--- src/hdl/rhsl_pkg.sv ---
// ============================================================================
// rhsl_pkg
// Shared types, constants and arithmetic helpers of the RGB to HSL converter.
// ============================================================================
package rhsl_pkg;

    // Field widths.
    localparam int PIX_W  = 24;
    localparam int CH_W   = 8;
    localparam int Q_W    = 16;

    // Divider lanes: quotient bits, divisor width and bits retired per stage.
    localparam int QN_W      = 18;
    localparam int DEN_W     = 11;
    localparam int NUMX_W    = DEN_W + Q_W;
    localparam int DIV_STEPS = 3;

    // Pipeline stages.
    localparam int STG_DEC       = 0;
    localparam int STG_PREP      = 1;
    localparam int STG_DIV_FIRST = 2;
    localparam int STG_DIV_LAST  = STG_DIV_FIRST + QN_W / DIV_STEPS - 2;
    localparam int STG_OUT       = STG_DIV_LAST + 1;
    localparam int NUM_STG       = STG_OUT + 1;

    // Lane indexes.
    localparam int LANE_HUE = 0;
    localparam int LANE_SAT = 1;
    localparam int LANE_LIG = 2;
    localparam int NUM_LANE = 3;

    localparam logic [DEN_W-1:0] LIG_DEN = 11'd510;

    // Configuration port.
    localparam int APB_ADDR_W  = 3;
    localparam int REG_IDX_LSB = 2;

    typedef enum logic [APB_ADDR_W-REG_IDX_LSB-1:0] {
        REG_INPUT_FORMAT = 1'b0
    } reg_idx_t;

    typedef enum logic {
        FMT_RGB888 = 1'b0,
        FMT_RGB565 = 1'b1
    } pix_fmt_t;

    typedef enum logic [1:0] {
        CH_R = 2'd0,
        CH_G = 2'd1,
        CH_B = 2'd2
    } max_ch_t;

    // One restoring divider lane. The numerator bits still to be consumed sit
    // at the top of qn, and quotient bits enter at its bottom.
    typedef struct packed {
        logic [DEN_W-1:0] rem;
        logic [QN_W-1:0]  qn;
        logic [DEN_W-1:0] den;
    } lane_t;

    // Sets up round(num * 65536 / den) with halves rounded up.
    function automatic lane_t lane_init(logic [DEN_W-1:0] num, logic [DEN_W-1:0] den);
        lane_t              l;
        logic [NUMX_W-1:0]  n;
        n     = {num, {Q_W{1'b0}}} + NUMX_W'(den >> 1);
        l.rem = DEN_W'(n[NUMX_W-1:QN_W]);
        l.qn  = n[QN_W-1:0];
        l.den = den;
        return l;
    endfunction

    function automatic lane_t div_steps(lane_t l);
        lane_t          o;
        logic [DEN_W:0] t;
        o = l;
        for (int i = 0; i < DIV_STEPS; i++) begin
            t    = {o.rem, o.qn[QN_W-1]};
            o.qn = {o.qn[QN_W-2:0], 1'b0};
            if (t >= {1'b0, o.den}) begin
                t       = t - {1'b0, o.den};
                o.qn[0] = 1'b1;
            end
            o.rem = t[DEN_W-1:0];
        end
        return o;
    endfunction

    function automatic logic [Q_W-1:0] sat_q16(logic [QN_W-1:0] q);
        return (q[QN_W-1:Q_W] != '0) ? {Q_W{1'b1}} : q[Q_W-1:0];
    endfunction

endpackage

--- src/hdl/rgb_to_hsl_converter_top.sv ---
// ============================================================================
// rgb_to_hsl_converter_top
// Pipelined conversion of one packed RGB888 or RGB565 pixel to Q0.16 HSL.
// ============================================================================
// Usage:
//   The pixel channel (pixel, pix_valid, pix_ready) takes one item per clock;
//   while no stall backs up the pipeline; the result channel (hue, saturation,
//   lightness, hsl_valid, hsl_ready) delivers one item per pixel, in order.
//   Both use valid/ready handshakes. The APB port holds input_format at
//   address 0 (0 = RGB888, 1 = RGB565); change it only while no pixel is in
//   flight.
//   The pipeline has one decode stage, one setup stage, five divider stages
//   and an output stage that retires the last quotient bits. Three restoring
//   divider lanes (hue, saturation, lightness) each retire three quotient
//   bits per stage.
//   Reset empties the pipeline and selects RGB888.
//   When the receiver stalls, each stage holds its item; empty stages still
//   fill, so the block keeps accepting until all eight stages are occupied,
//   and nothing is lost or repeated.
// ============================================================================
module rgb_to_hsl_converter_top (
    input  logic                                  clk,
    input  logic                                  rst_n,
    input  logic                                  psel,
    input  logic                                  penable,
    input  logic                                  pwrite,
    input  logic [rhsl_pkg::APB_ADDR_W-1:0]       paddr,
    input  logic [31:0]                           pwdata,
    output logic [31:0]                           prdata,
    output logic                                  pready,
    input  logic [rhsl_pkg::PIX_W-1:0]            pixel,
    input  logic                                  pix_valid,
    output logic                                  pix_ready,
    output logic [rhsl_pkg::Q_W-1:0]              hue,
    output logic [rhsl_pkg::Q_W-1:0]              saturation,
    output logic [rhsl_pkg::Q_W-1:0]              lightness,
    output logic                                  hsl_valid,
    input  logic                                  hsl_ready
);

    localparam int CW = rhsl_pkg::CH_W;
    localparam int DW = rhsl_pkg::DEN_W;
    localparam int NS = rhsl_pkg::NUM_STG;

    // ------------------------------------------------------------------
    // Configuration register
    // ------------------------------------------------------------------
    logic fmt_reg;
    logic cfg_wr;
    logic cfg_hit;

    assign pready  = 1'b1;
    assign cfg_hit = (rhsl_pkg::reg_idx_t'(paddr[rhsl_pkg::APB_ADDR_W-1:rhsl_pkg::REG_IDX_LSB])
                      == rhsl_pkg::REG_INPUT_FORMAT);
    assign cfg_wr  = psel && penable && pwrite && pready && cfg_hit;
    assign prdata  = cfg_hit ? {31'b0, fmt_reg} : 32'b0;

    always_ff @(posedge clk or negedge rst_n)
    begin
        if (!rst_n)
        begin
            fmt_reg <= rhsl_pkg::FMT_RGB888;
        end
        else if (cfg_wr)
        begin
            fmt_reg <= pwdata[0];
        end
    end

    // ------------------------------------------------------------------
    // Stage flow control
    // ------------------------------------------------------------------
    logic [NS-1:0] v_reg;
    logic [NS-1:0] ready_s;

    // A stage can take an item when it is empty or its item moves on.
    always_comb
    begin
        ready_s[NS-1] = !v_reg[NS-1] || hsl_ready;
        for (int k = NS - 2; k >= 0; k--)
        begin
            ready_s[k] = !v_reg[k] || ready_s[k+1];
        end
    end

    assign pix_ready = ready_s[rhsl_pkg::STG_DEC];
    assign hsl_valid = v_reg[rhsl_pkg::STG_OUT];

    always_ff @(posedge clk or negedge rst_n)
    begin
        if (!rst_n)
        begin
            v_reg <= '0;
        end
        else
        begin
            if (ready_s[0])
            begin
                v_reg[0] <= pix_valid;
            end
            for (int k = 1; k < NS; k++)
            begin
                if (ready_s[k])
                begin
                    v_reg[k] <= v_reg[k-1];
                end
            end
        end
    end

    // ------------------------------------------------------------------
    // Stage 0: unpack, maximum, minimum
    // ------------------------------------------------------------------
    logic [CW-1:0] r_in, g_in, b_in, mx_in, mn_in;
    rhsl_pkg::max_ch_t ch_in;

    always_comb
    begin
        if (rhsl_pkg::pix_fmt_t'(fmt_reg) == rhsl_pkg::FMT_RGB565)
        begin
            r_in = {pixel[15:11], pixel[15:13]};
            g_in = {pixel[10:5], pixel[10:9]};
            b_in = {pixel[4:0], pixel[4:2]};
        end
        else
        begin
            r_in = pixel[23:16];
            g_in = pixel[15:8];
            b_in = pixel[7:0];
        end

        // Red wins ties, then green.
        if (r_in >= g_in && r_in >= b_in)
        begin
            ch_in = rhsl_pkg::CH_R;
            mx_in = r_in;
        end
        else if (g_in >= b_in)
        begin
            ch_in = rhsl_pkg::CH_G;
            mx_in = g_in;
        end
        else
        begin
            ch_in = rhsl_pkg::CH_B;
            mx_in = b_in;
        end

        mn_in = r_in;
        if (g_in < mn_in)
        begin
            mn_in = g_in;
        end
        if (b_in < mn_in)
        begin
            mn_in = b_in;
        end
    end

    logic [CW-1:0] r_reg, g_reg, b_reg, mx_reg, mn_reg;
    rhsl_pkg::max_ch_t ch_reg;

    always_ff @(posedge clk)
    begin
        if (ready_s[rhsl_pkg::STG_DEC] && pix_valid)
        begin
            r_reg  <= r_in;
            g_reg  <= g_in;
            b_reg  <= b_in;
            mx_reg <= mx_in;
            mn_reg <= mn_in;
            ch_reg <= ch_in;
        end
    end

    // ------------------------------------------------------------------
    // Stage 1: hue numerator, denominators, divider setup
    // ------------------------------------------------------------------
    logic [CW-1:0] d;
    logic [CW:0]   sum;
    logic [CW:0]   den_s;
    logic [DW-1:0] d6;
    logic [DW-1:0] n_hue;

    always_comb
    begin
        d     = mx_reg - mn_reg;
        sum   = {1'b0, mx_reg} + {1'b0, mn_reg};
        d6    = {1'b0, d, 2'b0} + {2'b0, d, 1'b0};
        den_s = (sum <= 9'd255) ? sum : (9'd510 - sum);

        // The green and blue sums never go negative, so modular 11-bit
        // arithmetic gives the exact value.
        unique case (ch_reg)
            rhsl_pkg::CH_R:
            begin
                if (g_reg >= b_reg)
                begin
                    n_hue = DW'(g_reg - b_reg);
                end
                else
                begin
                    n_hue = d6 - DW'(b_reg - g_reg);
                end
            end
            rhsl_pkg::CH_G:
            begin
                n_hue = {2'b0, d, 1'b0} + DW'(b_reg) - DW'(r_reg);
            end
            rhsl_pkg::CH_B:
            begin
                n_hue = {1'b0, d, 2'b0} + DW'(r_reg) - DW'(g_reg);
            end
            default:
            begin
                n_hue = '0;
            end
        endcase
    end

    rhsl_pkg::lane_t lane_reg [rhsl_pkg::STG_PREP:rhsl_pkg::STG_DIV_LAST][rhsl_pkg::NUM_LANE];
    logic            gray_reg [rhsl_pkg::STG_PREP:rhsl_pkg::STG_DIV_LAST];

    always_ff @(posedge clk)
    begin
        if (ready_s[rhsl_pkg::STG_PREP] && v_reg[rhsl_pkg::STG_DEC])
        begin
            lane_reg[rhsl_pkg::STG_PREP][rhsl_pkg::LANE_HUE] <= rhsl_pkg::lane_init(n_hue, d6);
            lane_reg[rhsl_pkg::STG_PREP][rhsl_pkg::LANE_SAT] <=
                rhsl_pkg::lane_init(DW'(d), DW'(den_s));
            lane_reg[rhsl_pkg::STG_PREP][rhsl_pkg::LANE_LIG] <=
                rhsl_pkg::lane_init(DW'(sum), rhsl_pkg::LIG_DEN);
            gray_reg[rhsl_pkg::STG_PREP] <= (d == '0);
        end
    end

    // ------------------------------------------------------------------
    // Divider stages
    // ------------------------------------------------------------------
    for (genvar k = rhsl_pkg::STG_DIV_FIRST; k <= rhsl_pkg::STG_DIV_LAST; k++)
    begin : g_div
        always_ff @(posedge clk)
        begin
            if (ready_s[k] && v_reg[k-1])
            begin
                for (int j = 0; j < rhsl_pkg::NUM_LANE; j++)
                begin
                    lane_reg[k][j] <= rhsl_pkg::div_steps(lane_reg[k-1][j]);
                end
                gray_reg[k] <= gray_reg[k-1];
            end
        end
    end

    // ------------------------------------------------------------------
    // Output stage: last quotient bits, saturation, gray override
    // ------------------------------------------------------------------
    rhsl_pkg::lane_t fin_hue, fin_sat, fin_lig;
    logic [rhsl_pkg::Q_W-1:0] hue_reg, saturation_reg, lightness_reg;

    assign fin_hue = rhsl_pkg::div_steps(lane_reg[rhsl_pkg::STG_DIV_LAST][rhsl_pkg::LANE_HUE]);
    assign fin_sat = rhsl_pkg::div_steps(lane_reg[rhsl_pkg::STG_DIV_LAST][rhsl_pkg::LANE_SAT]);
    assign fin_lig = rhsl_pkg::div_steps(lane_reg[rhsl_pkg::STG_DIV_LAST][rhsl_pkg::LANE_LIG]);

    always_ff @(posedge clk)
    begin
        if (ready_s[rhsl_pkg::STG_OUT] && v_reg[rhsl_pkg::STG_DIV_LAST])
        begin
            if (gray_reg[rhsl_pkg::STG_DIV_LAST])
            begin
                hue_reg        <= '0;
                saturation_reg <= '0;
            end
            else
            begin
                hue_reg        <= rhsl_pkg::sat_q16(fin_hue.qn);
                saturation_reg <= rhsl_pkg::sat_q16(fin_sat.qn);
            end
            lightness_reg <= rhsl_pkg::sat_q16(fin_lig.qn);
        end
    end

    assign hue        = hue_reg;
    assign saturation = saturation_reg;
    assign lightness  = lightness_reg;

`ifndef SYNTHESIS
    // An accepted pixel always lands in the decode stage.
    a_accept_lands: assert property (@(posedge clk) disable iff (!rst_n)
        pix_valid && pix_ready |=> v_reg[rhsl_pkg::STG_DEC])
        else $error("accepted pixel did not enter the decode stage");

    // The first divider stage, when full and unable to move, keeps its item and its lightness lane.
    a_div_hold: assert property (@(posedge clk) disable iff (!rst_n)
        v_reg[rhsl_pkg::STG_DIV_FIRST] && !ready_s[rhsl_pkg::STG_DIV_FIRST]
        |=> v_reg[rhsl_pkg::STG_DIV_FIRST]
            && $stable(lane_reg[rhsl_pkg::STG_DIV_FIRST][rhsl_pkg::LANE_LIG]))
        else $error("stalled divider stage lost or changed its item");

    // The partial remainder stays below a nonzero divisor.
    a_rem_bound: assert property (@(posedge clk) disable iff (!rst_n)
        v_reg[rhsl_pkg::STG_DIV_FIRST]
        && lane_reg[rhsl_pkg::STG_DIV_FIRST][rhsl_pkg::LANE_SAT].den != '0
        |-> lane_reg[rhsl_pkg::STG_DIV_FIRST][rhsl_pkg::LANE_SAT].rem
            < lane_reg[rhsl_pkg::STG_DIV_FIRST][rhsl_pkg::LANE_SAT].den)
        else $error("divider remainder out of range");

    // The lightness divisor is fixed and must never be corrupted in flight.
    a_lig_den: assert property (@(posedge clk) disable iff (!rst_n)
        v_reg[rhsl_pkg::STG_DIV_LAST]
        |-> lane_reg[rhsl_pkg::STG_DIV_LAST][rhsl_pkg::LANE_LIG].den == rhsl_pkg::LIG_DEN)
        else $error("lightness divisor corrupted");
`endif

endmodule
--- config.mk ---
export PLATFORM = sky130hd
export DESIGN_NAME = rgb_to_hsl_converter_top
export DESIGN_NICKNAME = d
export VERILOG_FILES = /design/src/hdl/rhsl_pkg.sv /design/src/hdl/rgb_to_hsl_converter_top.sv
export SDC_FILE = /design/constraint.sdc
export NUM_CORES = 2
export LEC_CHECK = 0
export BUFFER_PORTS_ARGS = -buffer_cell sky130_fd_sc_hd__buf_2
export CAP_MARGIN = 30
export CORE_ASPECT_RATIO = 1.5
export CORE_MARGIN = 2
export CORE_UTILIZATION = 30
export CTS_CLUSTER_DIAMETER = 40
export CTS_CLUSTER_SIZE = 28
export DETAILED_ROUTE_END_ITERATION = 10
export PLACE_DENSITY = 0.55
export RECOVER_POWER = 100
export SLEW_MARGIN = 20
export SYNTH_ARGS = -nofsm -noshare
export SYNTH_HDL_FRONTEND = slang
export SYNTH_SLANG_ARGS = --single-unit
--- constraint.sdc ---
create_clock -name clk -period 18.8 [get_ports clk]
set_clock_uncertainty 0.15 [all_clocks]
set_input_delay 0 -clock clk [delete_from_list [all_inputs] [get_ports clk]]
set_output_delay 0 -clock clk [all_outputs]
set_load 0.02 [all_outputs]
[Yosys cells after proc, flatten, opt, wreduce, memory -nomap -nowiden]
Memories as Yosys holds them, arrays and structs flattened.
Index checks and enable logic that the tools add are counted.
Word-level totals
  register bits: 99
  memories: 2
  memory bits (writable): 726
  bits of input ports: 66
Operators by class
  multiplexer cells: 221
  equality and inequality tests: 2
  $lt $le $gt $ge: 61
  add/subtract/negate cells: 65
  reductions and logical operators: 33
  bitwise gates (word level): 1
Memory list
  lane_reg: depth 6, bits a word 120, rd ports 6, clocked after Yosys merged registers in 0, wr ports 6, RTL line rgb_to_hsl_converter_top.sv:221  | rhsl_pkg::lane_t lane_reg [rhsl_pkg::STG_PREP:rhsl_pkg::STG_DIV_LAST][rhsl_pkg::NUM_LANE];
  gray_reg: depth 6, bits a word 1, rd ports 6, clocked after Yosys merged registers in 0, wr ports 6, RTL line rgb_to_hsl_converter_top.sv:222  | logic gray_reg [rhsl_pkg::STG_PREP:rhsl_pkg::STG_DIV_LAST];
Operators with widths (count)
  11-bit 2-to-1 mux: 97
  12-bit by 11-bit greater-or-equal comparator with 1-bit output: 54
  11-bit subtractor: 52
  1-bit 2-to-1 mux: 112
  8-bit 2-to-1 mux: 7
  11-bit one-hot mux with 3 select lines: 1
  8-bit greater-or-equal comparator: 4
  16-bit 2-to-1 mux: 2
  27-bit by 10-bit adder with 27-bit output: 1
  25-bit by 8-bit adder with 26-bit output (second input constant): 1
  24-bit by 8-bit adder with 25-bit output: 1
  8-bit by 8-bit subtractor with 9-bit output: 2
  8-bit less-than comparator: 2
  1-bit logical AND: 12
  10-bit by 8-bit adder with 11-bit output: 1
  10-bit by 9-bit adder with 11-bit output: 1
  10-bit by 8-bit subtractor with 11-bit output: 1
  11-bit by 8-bit subtractor with 11-bit output: 1
  9-bit by 8-bit adder with 10-bit output: 1
  8-bit by 8-bit adder with 9-bit output: 1
  9-bit by 8-bit less-or-equal comparator with 1-bit output (second input constant): 1
  9-bit 2-to-1 mux: 1
  9-bit subtractor (first input constant): 1
  1-bit logical NOT: 8
  9 further kinds: 18

[Logic depth before layout (Yosys ltp)]
  depth in word-level cells: 15
  depth in mapped cells: 34
  depth with buffers taken out: 32

[Least setup slack after synthesis]
OpenSTA, ideal clock, no wires.
  path type: flip-flop to flip-flop
  from: reg, netlist name lane_reg[0][211]
  to: reg, netlist name lane_reg[0][311]
  buffers on the path: 2
  required time: 18390 ps
  arrival: 7367 ps
  slack: 11023 ps
  cell stages (with the launch flop): 33
  setup time: 260 ps
  path through: edfxtp_1 > ha_1 > fa_1 > nor2b_1 > o21ai_0 > a21boi_1 > o41ai_1 > o31ai_1 > clkbuf_1 > nor2_1 > a21oi_1 > ha_1 > nor2b_1 > o21ai_0 > a21oi_1 > o211ai_1 > a21oi_1 > or3_1 > nor3_1 > clkbuf_1 > o21ai_0 > fa_1 > a21o_1 > a21oi_1 > o21bai_1 > a21oi_1 > nor2b_1 > or3_1 > a21oi_1 > nand2_1 > nor3_1 > inv_2 > mux2_2

==> impl_results.md <==
- Vias per cell: ~5
- Post-CTS Hold Buffers: between 40 and 50
- # IOs: ~150
- Placement Setup Slack: 9.17 ns
- Pins Over Slew Limit: roughly 500
- Total wire length: about 96,000 um
- Crit-path max FO: 18
- Synth area leader: edfxtp_1
- Post-synth EDFFs: 509
- Total Neg Setup Slack: 0 ns
- ANT cells: 0
- DR pass1 iterations: 5
- All-Layer GR Usage: approximately 14%
- Hold path cells: 4
- Final hold vios: 0
- Reg-to-reg endpoint: lane_reg[0][434]
- Sequential area share after synthesis: a little under two fifths
- Worst Reg-to-Reg Cells: 27
- Synth top cells by count: edfxtp_1 (509), ha_1 (444), nor2_1 (358)
- RSZ-0062 raised after global routing: false
- Crit-path leading delay family: compound AO/OA/AOI/OAI gates
- Reg2reg start: lane_reg[0][334]
- Final period util: between 50 and 60%
- Synthesized flop and latch total: 518
- Mapped cell area: 40,500 um^2
- Share of cells above drive strength 1: between 8 and 9%
- Grt ovf: 0
- Postcts setup bufs: 0
- Num CTS Buffers: 84
- Synth top area cells: edfxtp_1 (38%), ha_1 (14%), xnor2_1 (3.9%)
- # fillers: around 14,000
- CTS root buffer: clkbuf_16
- Ys async rst share: ~1.7%
- Area Growth Syn to Fin: 13.9%
- Die Area: ~140,000 um^2
- Maximum number of pins on one net before global-route repair: 74
- Hold path start: pixel[12]
- Vias: 29,800
- Most used cell, CP: ha_1
- Detail Route Antenna Nets: 0
- Final worst slack: approximately 7.9 ns
- Fin nets: 4,810
- Core Box Area: around 130,000 um^2
- DP HPWL: 77,700 um
- Hold endpoint: mx_reg[4]
- Hold WS: just over 0.08 ns
- Highest clock rate: about 0.092 GHz
- Fin util: roughly 34%
- Max incr delay on CP: roughly 0.77 ns
- Chip height: ~450 um
- First-pass GRT wire length: around 160,000 um
- Max Cap Violations: 11
- CTS Sinks: approximately 520
- Mapped Cells: around 4,000
- 1st-iter DRT viols: approximately 1,300
- CP Buf/Inv Count: 4
- Arr. time, crit path: ~11 ns
- Worst slew margin: -133%
- Synth cell types: roughly 90
- Most frequent cell after synthesis: edfxtp_1
- # resized after CTS: 0
- Status: complete, but fails checks
- WL/cell: 15.8 um
- Min Tclk post-route: roughly 11 ns
- Failing checks: capacitance limit, slew limit
- Initial antenna violation count: 0
- H-tree depth: 3
- Prevailing post-synth register cell: edfxtp_1
- Worst-margin pin slew: 3.49 ns
- # DRC: 0
- Clk buf depth: 3
- CP max stage cell: clkbuf_1
- Startpoint types: flip-flop
- Req. time, crit path: around 19 ns
- Port Buf Inserts: 83
- Clock-pin slew on the worst setup and hold paths: 0.05 ns
- Initial Util: 30.1%
- Clock latency on the worst-skew pair: 0.65 ns
- CP endpoint kind: flip-flop
- CTS tree: built
- Max reg flops: roughly 410
- Setup-failing EPs final: 0
- Critical path type: reg -> reg
- Die width: between 300 and 400 um
- Syn Area/Cell: about 9.9 um^2
- Synth top area share: 37.7%
- Hold WC Path Type: in -> reg
- Via count of the first global-routing pass: ~31,000
- Cell Rows: 165
- Yosys warns: 0
- RePlAce Congestion: between 0.8 and 0.9
- R2r setup slk: a little under 8 ns
[how the worst max path moves through the flow]
stage / start / endpoint / slack, ns / cells after the start
final: lane_reg[0][334] / lane_reg[0][434] / 7.93 / 27
after global routing: lane_reg[0][334] / lane_reg[0][434] / 7.01 / 27
after CTS: lane_reg[0][334] / lane_reg[0][434] / 9.14 / 28
after detailed placement: lane_reg[0][334] / lane_reg[0][434] / 9.17 / 28
after global placement: lane_reg[0][334] / lane_reg[0][434] / 9.26 / 28
after floorplan: lane_reg[0][211] / lane_reg[0][311] / 11.02 / 32
[cell families (layout without fill, tap and decap cells)]
| group | Yosys count | count (layout) | share of synthesized area [%] |
|---|---|---|---|
| simple gates | 1119 | 1119 | 13.6 |
| compound gates | 992 | 992 | 15.7 |
| flops | 518 | 518 | 38.3 |
| fa+ha+maj | 491 | 491 | 16.0 |
| buf+inv | 462 | 681 | 4.63 |
| xor+xnor | 282 | 282 | 6.10 |
| mux | 209 | 209 | 5.64 |
| other cells | 2 | 32 | 0.0185 |
[worst register-to-register path, stage by stage, from the launching register on]
cell      delay [ns]
edfxtp_1        0.31
clkbuf_1        0.77
clkinv_1        0.77
ha_1            0.47
nand2b_1        0.15
a211o_1         0.31
a21o_1          0.19
a21oi_1         0.14
clkbuf_1        0.48
inv_1           0.25
a21oi_1         0.27
ha_1            0.30
o211ai_1        0.15
a31oi_1         0.20
a311o_1         0.42
a221oi_1        0.61
nand3_1         0.63
o311ai_0        0.67
ha_1            0.37
and2_0          0.17
o21a_1          0.18
nor2_1          0.16
o21ai_0         0.22
a211oi_1        0.37
o21bai_1        0.17
a211oi_1        0.70
and2_0          0.64
mux2_2          0.41
[final cells by class]
| cell class | instances | area, um^2 | share of cell area, % |
|---|---|---|---|
| repair buffers | 167 | 971 | 2.10 |
| well taps | 1753 | 2190 | 4.75 |
| inverters | 357 | 1340 | 2.90 |
| clock buffers | 92 | 2180 | 4.73 |
| multi-input cells | 3125 | 23200 | 50.3 |
| flip-flops and latches | 518 | 15500 | 33.6 |
| clock inverters | 65 | 742 | 1.61 |
[cell usage in the layout, fill, tap and decap left out, drive strengths merged, types with 39 or more instances in the layout]
master       netlist  layout
nand4             56      56
o21ai            240     240
nand2            211     211
buf               43      39
a21o             111     111
dlygate4sd3        0      44
nor2             358     358
nand2b            91      91
nand3             71      71
a21oi            274     274
mux2i             76      76
nor2b             81      81
xnor2            179     179
nor3              71      71
clkbuf            62     176
inv              355     388
o21a              65      65
mux2             133     133
ha               444     444
edfxtp           509     509
xor2             103     103
fa                47      47
or2               40      40
[through the flow]
stage | cells | area [um^2]
detailed placement | 5872 | 43000
global placement | 5871 | 43000
global route | 6077 | 46100
floorplan | 4105 | 40600
CTS | 6073 | 46400
finish | 6077 | 46100
[metal layers]
layer | track usage, % | vias to the layer above | wire length [um] | share of wire [%]
li1 | - | 15200 | - | -
met1 | 13.5 | 14000 | 35500 | 37
met2 | 28.5 | 436 | 53800 | 56
met3 | 1.55 | 204 | 2380 | 2.5
met4 | 6.82 | 0 | 4510 | 4.7
met5 | 0 | - | 0 | 0
Power is left out: the tool's default activity adds up to more than one toggle a clock period on the data nets, which glitch-free logic cannot reach.
